===== src/rtl/tkf_pkg.sv =====
`timescale 1ns / 1ps
// ----------------------------------------------------------------------------
// tkf_pkg
// Shared types, codes and helpers of the keyframe trajectory interpolator.
// ----------------------------------------------------------------------------
package tkf_pkg;

    localparam int DIV_W = 64;
    localparam int DVS_W = 32;

    localparam logic OPC_LOAD  = 1'b0;
    localparam logic OPC_QUERY = 1'b1;

    localparam logic [1:0] CFG_ACCEL_X   = 2'd0;
    localparam logic [1:0] CFG_ACCEL_Y   = 2'd1;
    localparam logic [1:0] CFG_ACCEL_Z   = 2'd2;
    localparam logic [1:0] CFG_SEG_COUNT = 2'd3;

    localparam logic [1:0] ST_INSIDE = 2'd0;
    localparam logic [1:0] ST_PAST   = 2'd1;
    localparam logic [1:0] ST_ZERO   = 2'd2;
    localparam logic [1:0] ST_SAT    = 2'd3;

    typedef enum logic [3:0] {
        S_IDLE,
        S_END,
        S_CHK,
        S_WALK,
        S_PREV,
        S_ST,
        S_EN,
        S_DSTART,
        S_DIV,
        S_MHI,
        S_MLO,
        S_MSUM,
        S_OP
    } t_state;

    typedef enum logic [2:0] {
        MOP_VDIV,
        MOP_VACC,
        MOP_W,
        MOP_PV,
        MOP_PW,
        MOP_FDIV,
        MOP_ANG
    } t_mop;

    typedef struct packed {
        logic [31:0]      tm;
        logic [2:0][31:0] pos;
        logic [2:0][31:0] ang;
    } t_key;

    typedef struct packed {
        logic        neg;
        logic [31:0] mag;
    } t_mdiff;

    typedef struct packed {
        logic        ovf;
        logic [31:0] val;
    } t_sat;

    function automatic t_mdiff mag_diff(input logic [31:0] a, input logic [31:0] b);
        logic [32:0] d;
        logic [32:0] m;
        t_mdiff      r;
        d     = {a[31], a} - {b[31], b};
        m     = d[32] ? (~d + 33'd1) : d;
        r.neg = d[32];
        r.mag = m[31:0];
        return r;
    endfunction

    function automatic t_sat sat32(input logic [63:0] x);
        t_sat r;
        r.ovf = 1'b0;
        r.val = x[31:0];
        if (!x[63] && (x[62:31] != '0)) begin
            r.ovf = 1'b1;
            r.val = 32'h7FFF_FFFF;
        end else if (x[63] && (x[62:31] != '1)) begin
            r.ovf = 1'b1;
            r.val = 32'h8000_0000;
        end
        return r;
    endfunction

endpackage


===== src/rtl/tkf_div.sv =====
`timescale 1ns / 1ps
// ----------------------------------------------------------------------------
// tkf_div
// Unsigned radix-2 restoring divider, one quotient bit per cycle.
// ----------------------------------------------------------------------------
module tkf_div (
    input  logic                       i_clk,
    input  logic                       i_rst_n,
    input  logic                       i_start,
    input  logic [tkf_pkg::DIV_W-1:0]  i_dividend,
    input  logic [tkf_pkg::DVS_W-1:0]  i_divisor,
    output logic                       o_done,
    output logic [tkf_pkg::DIV_W-1:0]  o_quot
);
    import tkf_pkg::*;

    localparam int CNT_W = $clog2(DIV_W + 1);

    logic               r_busy, n_busy;
    logic               r_done, n_done;
    logic [CNT_W-1:0]   r_cnt, n_cnt;
    logic [DIV_W-1:0]   r_q, n_q;
    logic [DVS_W-1:0]   r_rem, n_rem;
    logic [DVS_W-1:0]   r_dvs, n_dvs;
    logic [DVS_W:0]     trial;
    logic               ge;

    assign trial = {r_rem, r_q[DIV_W-1]};
    assign ge    = trial >= {1'b0, r_dvs};

    always_comb begin
        n_busy = r_busy;
        n_done = 1'b0;
        n_cnt  = r_cnt;
        n_q    = r_q;
        n_rem  = r_rem;
        n_dvs  = r_dvs;
        if (i_start) begin
            n_busy = 1'b1;
            n_cnt  = CNT_W'(DIV_W);
            n_q    = i_dividend;
            n_rem  = '0;
            n_dvs  = i_divisor;
        end else if (r_busy) begin
            n_rem = ge ? DVS_W'(trial - {1'b0, r_dvs}) : trial[DVS_W-1:0];
            n_q   = {r_q[DIV_W-2:0], ge};
            n_cnt = r_cnt - CNT_W'(1);
            if (r_cnt == CNT_W'(1)) begin
                n_busy = 1'b0;
                n_done = 1'b1;
            end
        end
    end

    always_ff @(posedge i_clk) begin
        if (!i_rst_n) begin
            r_busy <= 1'b0;
            r_done <= 1'b0;
            r_cnt  <= '0;
        end else begin
            r_busy <= n_busy;
            r_done <= n_done;
            r_cnt  <= n_cnt;
        end
    end

    always_ff @(posedge i_clk) begin
        r_q   <= n_q;
        r_rem <= n_rem;
        r_dvs <= n_dvs;
    end

    assign o_done = r_done;
    assign o_quot = r_q;

endmodule


===== config.mk =====
export PLATFORM = sky130hd
export DESIGN_NAME = tkf_div
export DESIGN_NICKNAME = d
export VERILOG_FILES = /design/src/rtl/tkf_pkg.sv /design/src/rtl/tkf_div.sv
export SDC_FILE = /design/constraint.sdc
export NUM_CORES = 1
export LEC_CHECK = 0
export BUFFER_PORTS_ARGS = -buffer_cell sky130_fd_sc_hd__clkbuf_2
export CORE_ASPECT_RATIO = 0.6
export CORE_MARGIN = 1
export CORE_UTILIZATION = 59
export DETAILED_ROUTE_END_ITERATION = 7
export GPL_ROUTABILITY_DRIVEN = 0
export PLACE_DENSITY = 0.94
export SKIP_CTS_REPAIR_TIMING = 1
export SYNTH_ARGS = -nofsm -noshare
export SYNTH_HDL_FRONTEND = slang
export SYNTH_SLANG_ARGS = --single-unit
export TNS_END_PERCENT = 5

===== constraint.sdc =====
create_clock -name i_clk -period 7.66 [get_ports i_clk]
set_input_delay 0.383 -clock i_clk [delete_from_list [all_inputs] [get_ports i_clk]]
set_output_delay 0.383 -clock i_clk [all_outputs]
set_load 0.01 [all_outputs]

Word level (Yosys, flattened, before mapping)
Index checks and enable logic that the tools add are counted.
- input port bits: 99
- bits in registers: 137
- word-level logic and storage cells: 25
- mux-type cells: 9
- add/subtract/negate cells: 2
- magnitude comparators: 1
- equal/unequal tests: 1
- bitwise gates (word level): 2
- reductions and logical operators: 3
- operators with widths (cell ; count):
    $mux 64 ; 2
    $ge 33x32->1 ; 1
    $mux 32 ; 1
    $sub 32x32->32 ; 1
    $mux 7 ; 2
    $eq 7x1->1 const B ; 1
    $sub 7x1->7 const B ; 1
    $mux 1 ; 4
    $reduce_or 3->1 ; 1
    $not 1->1 ; 2
    $reduce_bool 2->1 ; 1
    $reduce_or 2->1 ; 1

Logic depth before layout (Yosys ltp)
Gate-level depths: netlist of run 1.
- depth after elaboration: 4
- depth in mapped cells: 14
- gate-level depth less buffers: 12

Worst setup path before layout of run 1
OpenSTA, ideal clock, no wires.
- path kind: flip-flop to flip-flop
- start: register r_dvs[16]
- end: register r_q[0], in the netlist o_quot[0], data pin
- cell stages (with the launch flop): 13
- path buffers: 2
- setup slack: 5076 ps
- setup time: 260 ps
- arrival: 2324 ps
- cell sequence: edfxtp_1 inv_1 ha_1 buf_2 a21oi_2 o21ai_2 or2_4 nor3_4 o21ai_2 a21oi_4 o21ai_1 buf_2 mux2_2
- cells in the longest elaborated chain, start to end: 3
- RTL lines (what ; RTL line ; text):
    from (decl) ; tkf_div.sv:24 ; logic [DVS_W-1:0] r_dvs, n_dvs;
    from (signal assigned) ; tkf_div.sv:70 ; r_dvs <= n_dvs;
    $ge 33x32->1 ; tkf_div.sv:29 ; assign ge = trial >= {1'b0, r_dvs};
    $mux 64 ; tkf_div.sv:44 ; end else if (r_busy) begin
    $mux 64 ; tkf_div.sv:38 ; if (i_start) begin
    named net n_q[0] ; tkf_div.sv:22 ; logic [DIV_W-1:0] r_q, n_q;
    to (signal assigned) ; tkf_div.sv:68 ; r_q <= n_q;
    to (decl) ; tkf_div.sv:22 ;
The timed path passes the listed nets, and every way through them passes these cells. The select of a mux whose other input is x is not followed.
A chain may end at the register's enable or synchronous reset.

Worst setup path in the final report of run 1
- start: register r_dvs[10]
- end: register r_q[0], in the netlist o_quot[0], data pin
The elaborated chain is that of the path after synthesis.

==> results.py, run 1 <==
metrics = {
    "power": {
        "vdd_ir_drop_max_mv": 0.162,
        "power_density_nw_per_um2": 251,
        "leakagePower_nw": 3.78,
    },
    "sta": {
        "hold_viol": 0,
        "slew_headroom": 0.263,
        "fin_skew_ns": 0.0113,
        "final.setup.tns_ns": 0,
        "rsz0062_at_grt": "no",
        "tightest_slew_ns": 1.11,
        "holdWs_ns": 0.128,
        "timing.final.crit_period_ns": 3.19,
        "finalSetupViolations": 0,
        "period_share": 0.416,
        "final-max-slew-violation-count": 0,
        "fmax_mhz": 314,
    },
    "setup_path": {
        "setup.worst_path.start_class": "flop",
        "worstPathRequired_ns": 7.83,
        "cp_max_fo": 20,
        "r2r_slack_ns": 4.47,
        "ff2ff_path_depth": 11,
        "end_kind": "flop",
        "r2r_start": "r_dvs[10]",
        "r2r_end": "o_quot[0]",
        "critPathArrivalTime_ns": 3.36,
        "critPathKind": "reg2reg",
    },
    "clock_network": {
        "root_buffer": "clkbuf_16",
        "clock_path_buffers": 2,
        "cts.sinks": 137,
        "cts.clk_slew.worst_paths_ns": 0.07,
        "htreeDepth": 4,
        "tritoncts": "done",
        "numCtsBuffers": 17,
        "worst_skew_pair.late_latency_ns": 0.43,
    },
    "synth": {
        "yosysWarnings": 0,
        "synth_edf_count": 96,
        "synth_top_area_share": 0.395,
        "postSynthCellCount": 644,
        "synth_top_area_cell": "edfxtp_1",
        "synth.ff_latch_count": 137,
        "avgSynthCellArea_um2": 11.3,
        "ys_seq_area_frac": 0.508,
        "async_reset_ff_frac": 0,
        "synth_cell_types": 64,
        "synth_ff_type": "edfxtp_1",
        "synth_area_um2": 7290,
        "synth_area_leaders": "edfxtp_1 (40%), dfxtp_1 (11%), mux2_2 (9.9%), ha_1 (5.8%), nand2_1 (3.2%)",
        "synth_nets": 778,
    },
    "min_path": {
        "hp-start": "i_divisor[9]",
        "holdPathStages": 1,
        "hold_path_end": "r_dvs[9]",
        "holdCritPathClass": "in2reg",
    },
    "floorplanning": {
        "io_pins": 164,
        "rows": 31,
        "die_area_um2": 12800,
        "die_w_um": 146,
        "core_area_um2": 12100,
        "die_h_um": 88.1,
        "start_util": 0.605,
    },
    "grt": {
        "track_usage": 0.302,
        "gr-total-overflow": 0,
        "antenna_found_initial": 0,
        "grt_first_pass_wirelength_um": 29300,
        "grt_start_max_net_pins": 87,
        "grt_pass1_vias": 5556,
    },
    "final_layout": {
        "antenna_cells": 0,
        "area_growth_pct": 20.8,
        "fill_cells": 754,
        "nNetsFinal": 936,
        "drive_above_1_share": 0.351,
    },
    "detailed_routing": {
        "drtIter0Drc": 672,
        "wl_um": 19600,
        "num_vias": 5967,
        "viasPerCell": 6.09,
        "ant_nets": 0,
        "drc": 0,
        "drt-wirelength-per-cell_um": 20.0,
        "drtPass1Iterations": 7,
    },
    "placed_design": {
        "dp_hpwl_um": 12800,
        "port_buffers": 163,
    },
    "job": {
        "maxCapViolations": 0,
    },
    "status": {
        "status": "completed",
    },
}
==> power breakdown <==
group | total [mW] | internal [mW] | switching [mW]
Sequential | 0.916 | 0.873 | 0.0428
Combinational | 0.459 | 0.192 | 0.266
Clock | 0.835 | 0.486 | 0.349
==> sequential cells by signal (all words and copies together), names as in the netlist <==
signal and cells:
r_dvs 32, o_quot 64, r_rem 32, r_busy 1, o_done 1, r_cnt 7
==> layout by cell type, fill, tap and decap left out, types with 5 or more instances in the layout <==
master     instances
a211oi_1           8
a21o_1            10
a21oi_1           29
a311oi_1           7
a311oi_2           6
buf_4              5
clkbuf_16         17
clkbuf_2         162
dfxtp_1           41
edfxtp_1          96
ha_1              34
inv_1             43
inv_6              5
mux2_2            64
mux2i_1            9
nand2_1           62
nand2b_1           6
nand3_1            5
nand4_1            6
nor2_1            39
nor2b_1            6
nor3_1            12
o211ai_1          12
o21a_1            10
o21ai_0           19
xnor2_1           22
xor2_1            11
==> final cells by class <==
class	instances	area, µm²	share of cell area
clock buffers	17	425	0.0483
repair buffers	167	848	0.0963
clock inverters	15	164	0.0186
well taps	165	206	0.0234
multi-input cells	434	3300	0.374
inverters	45	169	0.0192
flip-flops and latches	137	3700	0.420
==> worst max-delay path by stage <==
stage	from	end	cells after the start
floorplan	r_dvs[16]	o_quot[0]	12
global placement	r_dvs[19]	r_rem[23]	12
detailed placement	r_dvs[19]	r_rem[3]	12
CTS	r_dvs[10]	o_quot[0]	11
global route	r_dvs[19]	r_rem[2]	12
finish	r_dvs[10]	o_quot[0]	11
==> critical path: stages, from the launching register on <==
cell	delay, ns
edfxtp_1	0.33
inv_1	0.04
ha_1	0.35
a21oi_1	0.30
nand2_1	0.10
or3_4	0.40
nor3_4	0.17
o21ai_2	0.11
a21oi_4	0.26
o21ai_2	0.22
buf_4	0.35
mux2_2	0.28
==> cell usage after synthesis (2+ instances only) <==
cell type  count
a211o_1        3
a211oi_1       8
a21boi_0       2
a21o_1        10
a21oi_1       29
a21oi_2        4
a2bb2oi_1      2
a311oi_1       7
a311oi_2       6
and2_1         2
and3_1         3
buf_2          4
buf_6          2
clkbuf_1      20
dfxtp_1       41
edfxtp_1      96
ha_1          34
inv_1         44
mux2_2        64
mux2i_1        9
nand2_1       62
nand2b_1       6
nand3_1        5
nand4_1        6
nor2_1        39
nor2b_1        6
nor3_1        12
o211ai_1      12
o21a_1        10
o21ai_0       19
o21ai_1        5
o21ai_2        2
o21bai_1       2
o22ai_1        4
o31ai_1        4
xnor2_1       22
xor2_1        11
==> metal layers <==
layer  global-route usage  part of all wire  up-vias
met5                    0                 0        -
met4                0.128             0.025        0
met3               0.0917              0.10       69
met2                0.469              0.46      390
met1                0.400              0.41     2837
li1                     -                 -     2671
==> kinds of logic after synthesis <==
logic type / count (synthesis) / synth area share
flip-flops: 137 / 0.508
multiplexers: 74 / 0.113
XOR/XNOR: 33 / 0.0396
buffers and inverters: 73 / 0.0408
adder cells (fa/ha/maj): 35 / 0.0611
AO/OA/AOI/OAI: 140 / 0.142
AND/OR/NAND/NOR: 152 / 0.0966
==> stage by stage <==
stage               worst slack [ns]  total power [mW]  instances   util  cell area (µm²)
floorplan                       5.08              1.23        644      -             7290
global placement                4.69              1.34        948  0.682             8220
detailed placement              4.58              1.36        948  0.682             8220
CTS                             4.57              2.20        980  0.731             8810
global route                    4.27              2.28        980  0.731             8810
finish                          4.47              2.21        980  0.731             8810
(Power assumes the default switching activity.)
==> run 2, diff against run 1 <==
--- a/config.mk
+++ b/config.mk
@@ -8,10 +8,10 @@
 export BUFFER_PORTS_ARGS = -buffer_cell sky130_fd_sc_hd__clkbuf_2
 export CORE_ASPECT_RATIO = 0.6
 export CORE_MARGIN = 1
-export CORE_UTILIZATION = 59
+export CORE_UTILIZATION = 55
 export DETAILED_ROUTE_END_ITERATION = 7
 export GPL_ROUTABILITY_DRIVEN = 0
-export PLACE_DENSITY = 0.94
+export PLACE_DENSITY = 0.89
 export SKIP_CTS_REPAIR_TIMING = 1
 export SYNTH_ARGS = -nofsm -noshare
 export SYNTH_HDL_FRONTEND = slang
==> constraint.sdc (replaced) <==
create_clock -name i_clk -period 3.3 [get_ports i_clk]
set_input_delay 0.165 -clock i_clk [delete_from_list [all_inputs] [get_ports i_clk]]
set_output_delay 0.165 -clock i_clk [all_outputs]
set_load 0.01 [all_outputs]
==> run 2 against run 1 <==
  * Utilization decreased by 1.4 points
  * Critical endpoint is now r_rem[0]
  * Clock-buffer cell count unchanged
  * Clock skew about the same
  * Non-clock buffer count increased by 37
  * Sequential cell count unchanged
==> results.py, run 2 (synthesized netlist as in run 1, its figures left out) <==
metrics = {
    "status": {
        "status": "completed",
    },
    "setup_path": {
        "r2r_slack_ns": 0.28,
        "crit_path_end": "r_rem[0]",
        "cp_max_fo": 21,
        "r2r_start": "r_dvs[12]",
        "end_kind": "flop",
        "r2r_end": "r_rem[0]",
        "critPathKind": "reg2reg",
        "worstPathRequired_ns": 3.63,
        "crit_path_start": "r_dvs[12]",
        "ff2ff_path_depth": 11,
        "critPathArrivalTime_ns": 3.36,
        "setup.worst_path.start_class": "flop",
    },
    "final_layout": {
        "nNetsFinal": 973,
        "area_growth_pct": 26.7,
        "post_layout_nonfiller_instances": 1022,
        "antenna_cells": 0,
        "drive_above_1_share": 0.342,
        "utilization": 0.717,
        "largest_reg_flops": 64,
        "final_common_cell": "clkbuf_2",
        "most-common-layout-cells": "clkbuf_2 (162), edfxtp_1 (96), mux2_2 (64)",
    },
    "detailed_routing": {
        "drtPass1Iterations": 5,
        "drt-wirelength-per-cell_um": 17.4,
        "drc": 0,
        "num_vias": 5790,
        "wl_um": 17800,
        "viasPerCell": 5.67,
        "drtIter0Drc": 622,
        "ant_nets": 0,
    },
    "placed_design": {
        "dp_hpwl_um": 12000,
        "dp.cells": 957,
        "port_buffers": 163,
    },
    "grt": {
        "grt_first_pass_wirelength_um": 27700,
        "antenna_found_initial": 0,
        "track_usage": 0.263,
        "gr-total-overflow": 0,
        "grt_start_max_net_pins": 65,
        "grt_pass1_vias": 5344,
    },
    "sta": {
        "fin_skew_ns": 0.0109,
        "slew_headroom": 0.556,
        "period_share": 0.916,
        "rsz0062_at_grt": "no",
        "tightest_slew_ns": 0.663,
        "finalSetupViolations": 0,
        "hold_viol": 0,
        "final.setup.tns_ns": 0,
        "timing.final.crit_period_ns": 3.02,
        "fmax_mhz": 331,
        "final-max-slew-violation-count": 0,
    },
    "min_path": {
        "holdCritPathClass": "in2reg",
        "hp-start": "i_dividend[52]",
    },
    "clock_network": {
        "root_buffer": "clkbuf_16",
        "tritoncts": "done",
        "numCtsBuffers": 17,
        "cts.clk_slew.worst_paths_ns": 0.07,
        "htreeDepth": 4,
        "worst_skew_pair.late_latency_ns": 0.43,
        "cts.sinks": 137,
        "clock_path_buffers": 2,
    },
    "power": {
        "vdd_ir_drop_max_mv": 0.430,
        "leakagePower_nw": 3.95,
        "power_density_nw_per_um2": 560,
    },
    "floorplanning": {
        "die_w_um": 151,
        "io_pins": 164,
        "core_area_um2": 12900,
        "die_area_um2": 13700,
        "die_h_um": 91.2,
        "start_util": 0.566,
        "rows": 32,
    },
    "job": {
        "maxCapViolations": 0,
    },
}
## run 2: cell count changes in the layout (fill, tap and decap cells not counted)
cell / previous run / this run
clkinv_2: 2 / 0
buf_12: 0 / 3
inv_8: 1 / 2
clkinvlp_4: 0 / 2
o21ai_4: 0 / 1
dlygate4sd3_1: 0 / 33
clkinv_8: 0 / 1
clkinv_1: 2 / 1
inv_6: 5 / 4
o21ai_2: 3 / 2
buf_4: 5 / 6
## run 2: worst max-delay path: stages, from the launching register on
cell and delay (ns):
edfxtp_1 0.36, inv_1 0.10, ha_1 0.29, a21oi_1 0.22, nand2_1 0.07, or3_4 0.40
nor3_4 0.16, o21ai_2 0.10, a21oi_4 0.27, o21a_4 0.36, mux2_1 0.35, a211oi_1 0.25
## run 2: report_power, final
group | switching, mW | total [mW] | internal [mW]
sequential | 0.0947 | 2.12 | 2.03
combinational | 0.594 | 1.08 | 0.485
clock | 0.836 | 1.98 | 1.14
total | 1.52 | 5.18 | 3.65
## run 2: worst min-delay path by stage
| stage | cells past startpoint | endpoint | slack (ns) |
|---|---|---|---|
| after CTS | 1 | r_dvs[24] | -0.1 |
| after floorplan | 0 | r_dvs[0] | 0.26 |
| final | 2 | o_quot[52] | 0.03 |
| after global placement | 1 | r_dvs[23] | 0.34 |
| after global routing | 2 | o_quot[46] | 0.03 |
| after detailed placement | 1 | r_dvs[26] | 0.34 |
## run 2: final cells by class
class,count,area [µm²]
Fill cell,917,3650
Clock inverter,15,184
Sequential cell,137,3700
Clock buffer,17,425
Tap cell,170,213
Inverter,45,169
Multi-Input combinational cell,434,3300
Timing Repair Buffer,204,1250
## run 2: metal layers
layer,global-route usage,wire [µm],vias up
met5,0,0,-
li1,-,-,2754
met4,0.0850,192,0
met3,0.0658,1250,24
met2,0.377,8030,255
met1,0.388,8340,2757
## run 2: stage by stage
stage               hold slack, ns  worst slack [ns]  cell area, µm²  power [mW]
floorplan                    0.264             0.716            7290        2.84
global placement             0.342             0.317            8300        3.13
detailed placement           0.344             0.228            8300        3.17
CTS                        -0.0977             0.193            8910        5.14
global route                0.0330            0.0623            9250        5.37
finish                      0.0312             0.276            9250        5.18
==> run 3, diff against run 2 <==
--- a/config.mk
+++ b/config.mk
@@ -11,6 +11,7 @@
 export CORE_UTILIZATION = 55
 export DETAILED_ROUTE_END_ITERATION = 7
 export GPL_ROUTABILITY_DRIVEN = 0
+export GPL_TIMING_DRIVEN = 0
 export PLACE_DENSITY = 0.89
 export SKIP_CTS_REPAIR_TIMING = 1
 export SYNTH_ARGS = -nofsm -noshare
==> run 3 against run 2 <==
  * Clock skew fell by 0.0020 ns
  * Highest routed layer unchanged
  * Sequential share of layout area about the same
  * Hold slack about the same
  * Utilization grew 0.058 points
  * Non-clock buffer count increased by 21
  * Critical path type unchanged
  * Global-route usage rose by 1.8 points
  * Worst setup slack got worse by 0.094 ns
  * Final area is essentially flat
  * Cell count grew 2.1%
  * Die area unchanged
==> results.py, run 3 (synthesized netlist as in run 1, its figures left out) <==
metrics = {
    "status": {
        "status": "completed",
    },
    "clock_network": {
        "cts.sinks": 137,
        "tritoncts": "done",
        "htreeDepth": 4,
        "clock_path_buffers": 2,
        "worst_skew_pair.late_latency_ns": 0.43,
        "numCtsBuffers": 17,
        "cts.clk_slew.worst_paths_ns": 0.07,
        "root_buffer": "clkbuf_16",
    },
    "sta": {
        "tightest_slew_ns": 0.921,
        "slew_headroom": 0.386,
        "timing.final.crit_period_ns": 3.12,
        "fmax_mhz": 321,
        "rsz0062_at_grt": "no",
        "hold_viol": 0,
        "finalSetupViolations": 0,
        "period_share": 0.945,
        "fin_skew_ns": 0.00896,
        "final-max-slew-violation-count": 0,
        "layout_setup_ws_ns": 0.182,
    },
    "setup_path": {
        "setup.worst_path.start_class": "flop",
        "r2r_end": "o_quot[0]",
        "worstPathRequired_ns": 3.48,
        "critPathArrivalTime_ns": 3.29,
        "r2r_start": "r_dvs[10]",
        "end_kind": "flop",
        "cp_max_fo": 10,
        "critPathKind": "reg2reg",
        "ff2ff_path_depth": 11,
        "r2r_slack_ns": 0.18,
    },
    "min_path": {
        "holdPathStages": 2,
        "hp-start": "i_dividend[20]",
        "hold_path_end": "o_quot[20]",
        "holdCritPathClass": "in2reg",
    },
    "detailed_routing": {
        "viasPerCell": 5.79,
        "ant_nets": 0,
        "drtPass1Iterations": 7,
        "drtIter0Drc": 647,
        "drt-wirelength-per-cell_um": 18.4,
        "num_vias": 6037,
        "drc": 0,
        "wl_um": 19200,
    },
    "final_layout": {
        "final_common_cell": "clkbuf_2",
        "nNetsFinal": 994,
        "drive_above_1_share": 0.332,
        "largest_reg_flops": 64,
        "antenna_cells": 0,
        "most-common-layout-cells": "clkbuf_2 (163), edfxtp_1 (96), mux2_2 (64)",
        "area_growth_pct": 26.8,
        "post_layout_nonfiller_instances": 1043,
    },
    "grt": {
        "grt_start_max_net_pins": 45,
        "track_usage": 0.281,
        "antenna_found_initial": 0,
        "gr-total-overflow": 0,
        "grt_pass1_vias": 5658,
        "grt_first_pass_wirelength_um": 29300,
    },
    "floorplanning": {
        "die_h_um": 91.2,
        "start_util": 0.566,
        "die_area_um2": 13700,
        "io_pins": 164,
        "die_w_um": 151,
        "core_area_um2": 12900,
        "rows": 32,
    },
    "placed_design": {
        "dp_slack_ns": 0.369,
        "dp_hpwl_um": 12800,
        "dp.cells": 978,
        "port_buffers": 163,
    },
    "power": {
        "leakagePower_nw": 3.95,
        "power_density_nw_per_um2": 553,
        "vdd_ir_drop_max_mv": 0.346,
    },
    "job": {
        "maxCapViolations": 0,
    },
}
## run 3: critical path, stage by stage (launching register included)
cell      delay, ns
edfxtp_1       0.34
inv_1          0.05
ha_1           0.37
a21o_1         0.21
a21oi_1        0.14
o21ai_1        0.16
o31ai_1        0.47
o21ai_2        0.12
a21oi_4        0.26
o21ai_1        0.15
buf_2          0.30
mux2_2         0.30
## run 3: worst max path at each step
stage	start	endpoint	slack, ns	cells past startpoint
floorplan	r_dvs[16]	o_quot[0]	0.72	12
global placement	i_start	o_quot[0]	-0.69	4
detailed placement	r_dvs[20]	o_quot[0]	0.37	12
CTS	r_dvs[15]	o_quot[0]	0.28	12
global route	r_dvs[15]	o_quot[0]	0.07	12
finish	r_dvs[10]	o_quot[0]	0.18	11
## run 3: metrics by stage
stage | power [mW] | TNS [ns] | utilization | hold slack [ns] | cell area (µm²)
2_1_floorplan | 2.84 | 0 | - | 0.264 | 7290
3_3_place_gp | 3.14 | -45.41 | 0.646 | 0.342 | 8320
3_5_place_dp | 3.18 | 0 | 0.647 | 0.344 | 8340
4_1_cts | 5.07 | 0 | 0.692 | -0.0952 | 8920
5_1_grt | 5.30 | 0 | 0.718 | 0.0333 | 9250
6_report | 5.12 | 0 | 0.718 | 0.0309 | 9250
## run 3: power breakdown
part / total (mW) / internal, mW / switching [mW]
sequential: 2.12 / 2.03 / 0.0962
combinational: 1.10 / 0.482 / 0.622
clock: 1.90 / 1.07 / 0.828
total: 5.12 / 3.58 / 1.55
## run 3: metal layers
layer | vias up | GRT usage | routed length (µm)
met5 | - | 0 | 0
met4 | 0 | 0.108 | 412
met3 | 49 | 0.0618 | 1660
met2 | 313 | 0.414 | 8670
met1 | 2889 | 0.402 | 8440
li1 | 2786 | - | -
## run 3: cell type report
class                   instances  area [µm²]
clock buffers                  17         425
flip-flops and latches        137        3700
repair buffers                197        1170
plain buffers                  28         129
clock inverters                15         154
inverters                      45         169
multi-input cells             434        3290
well taps                     170         213
fillers                       893        3640
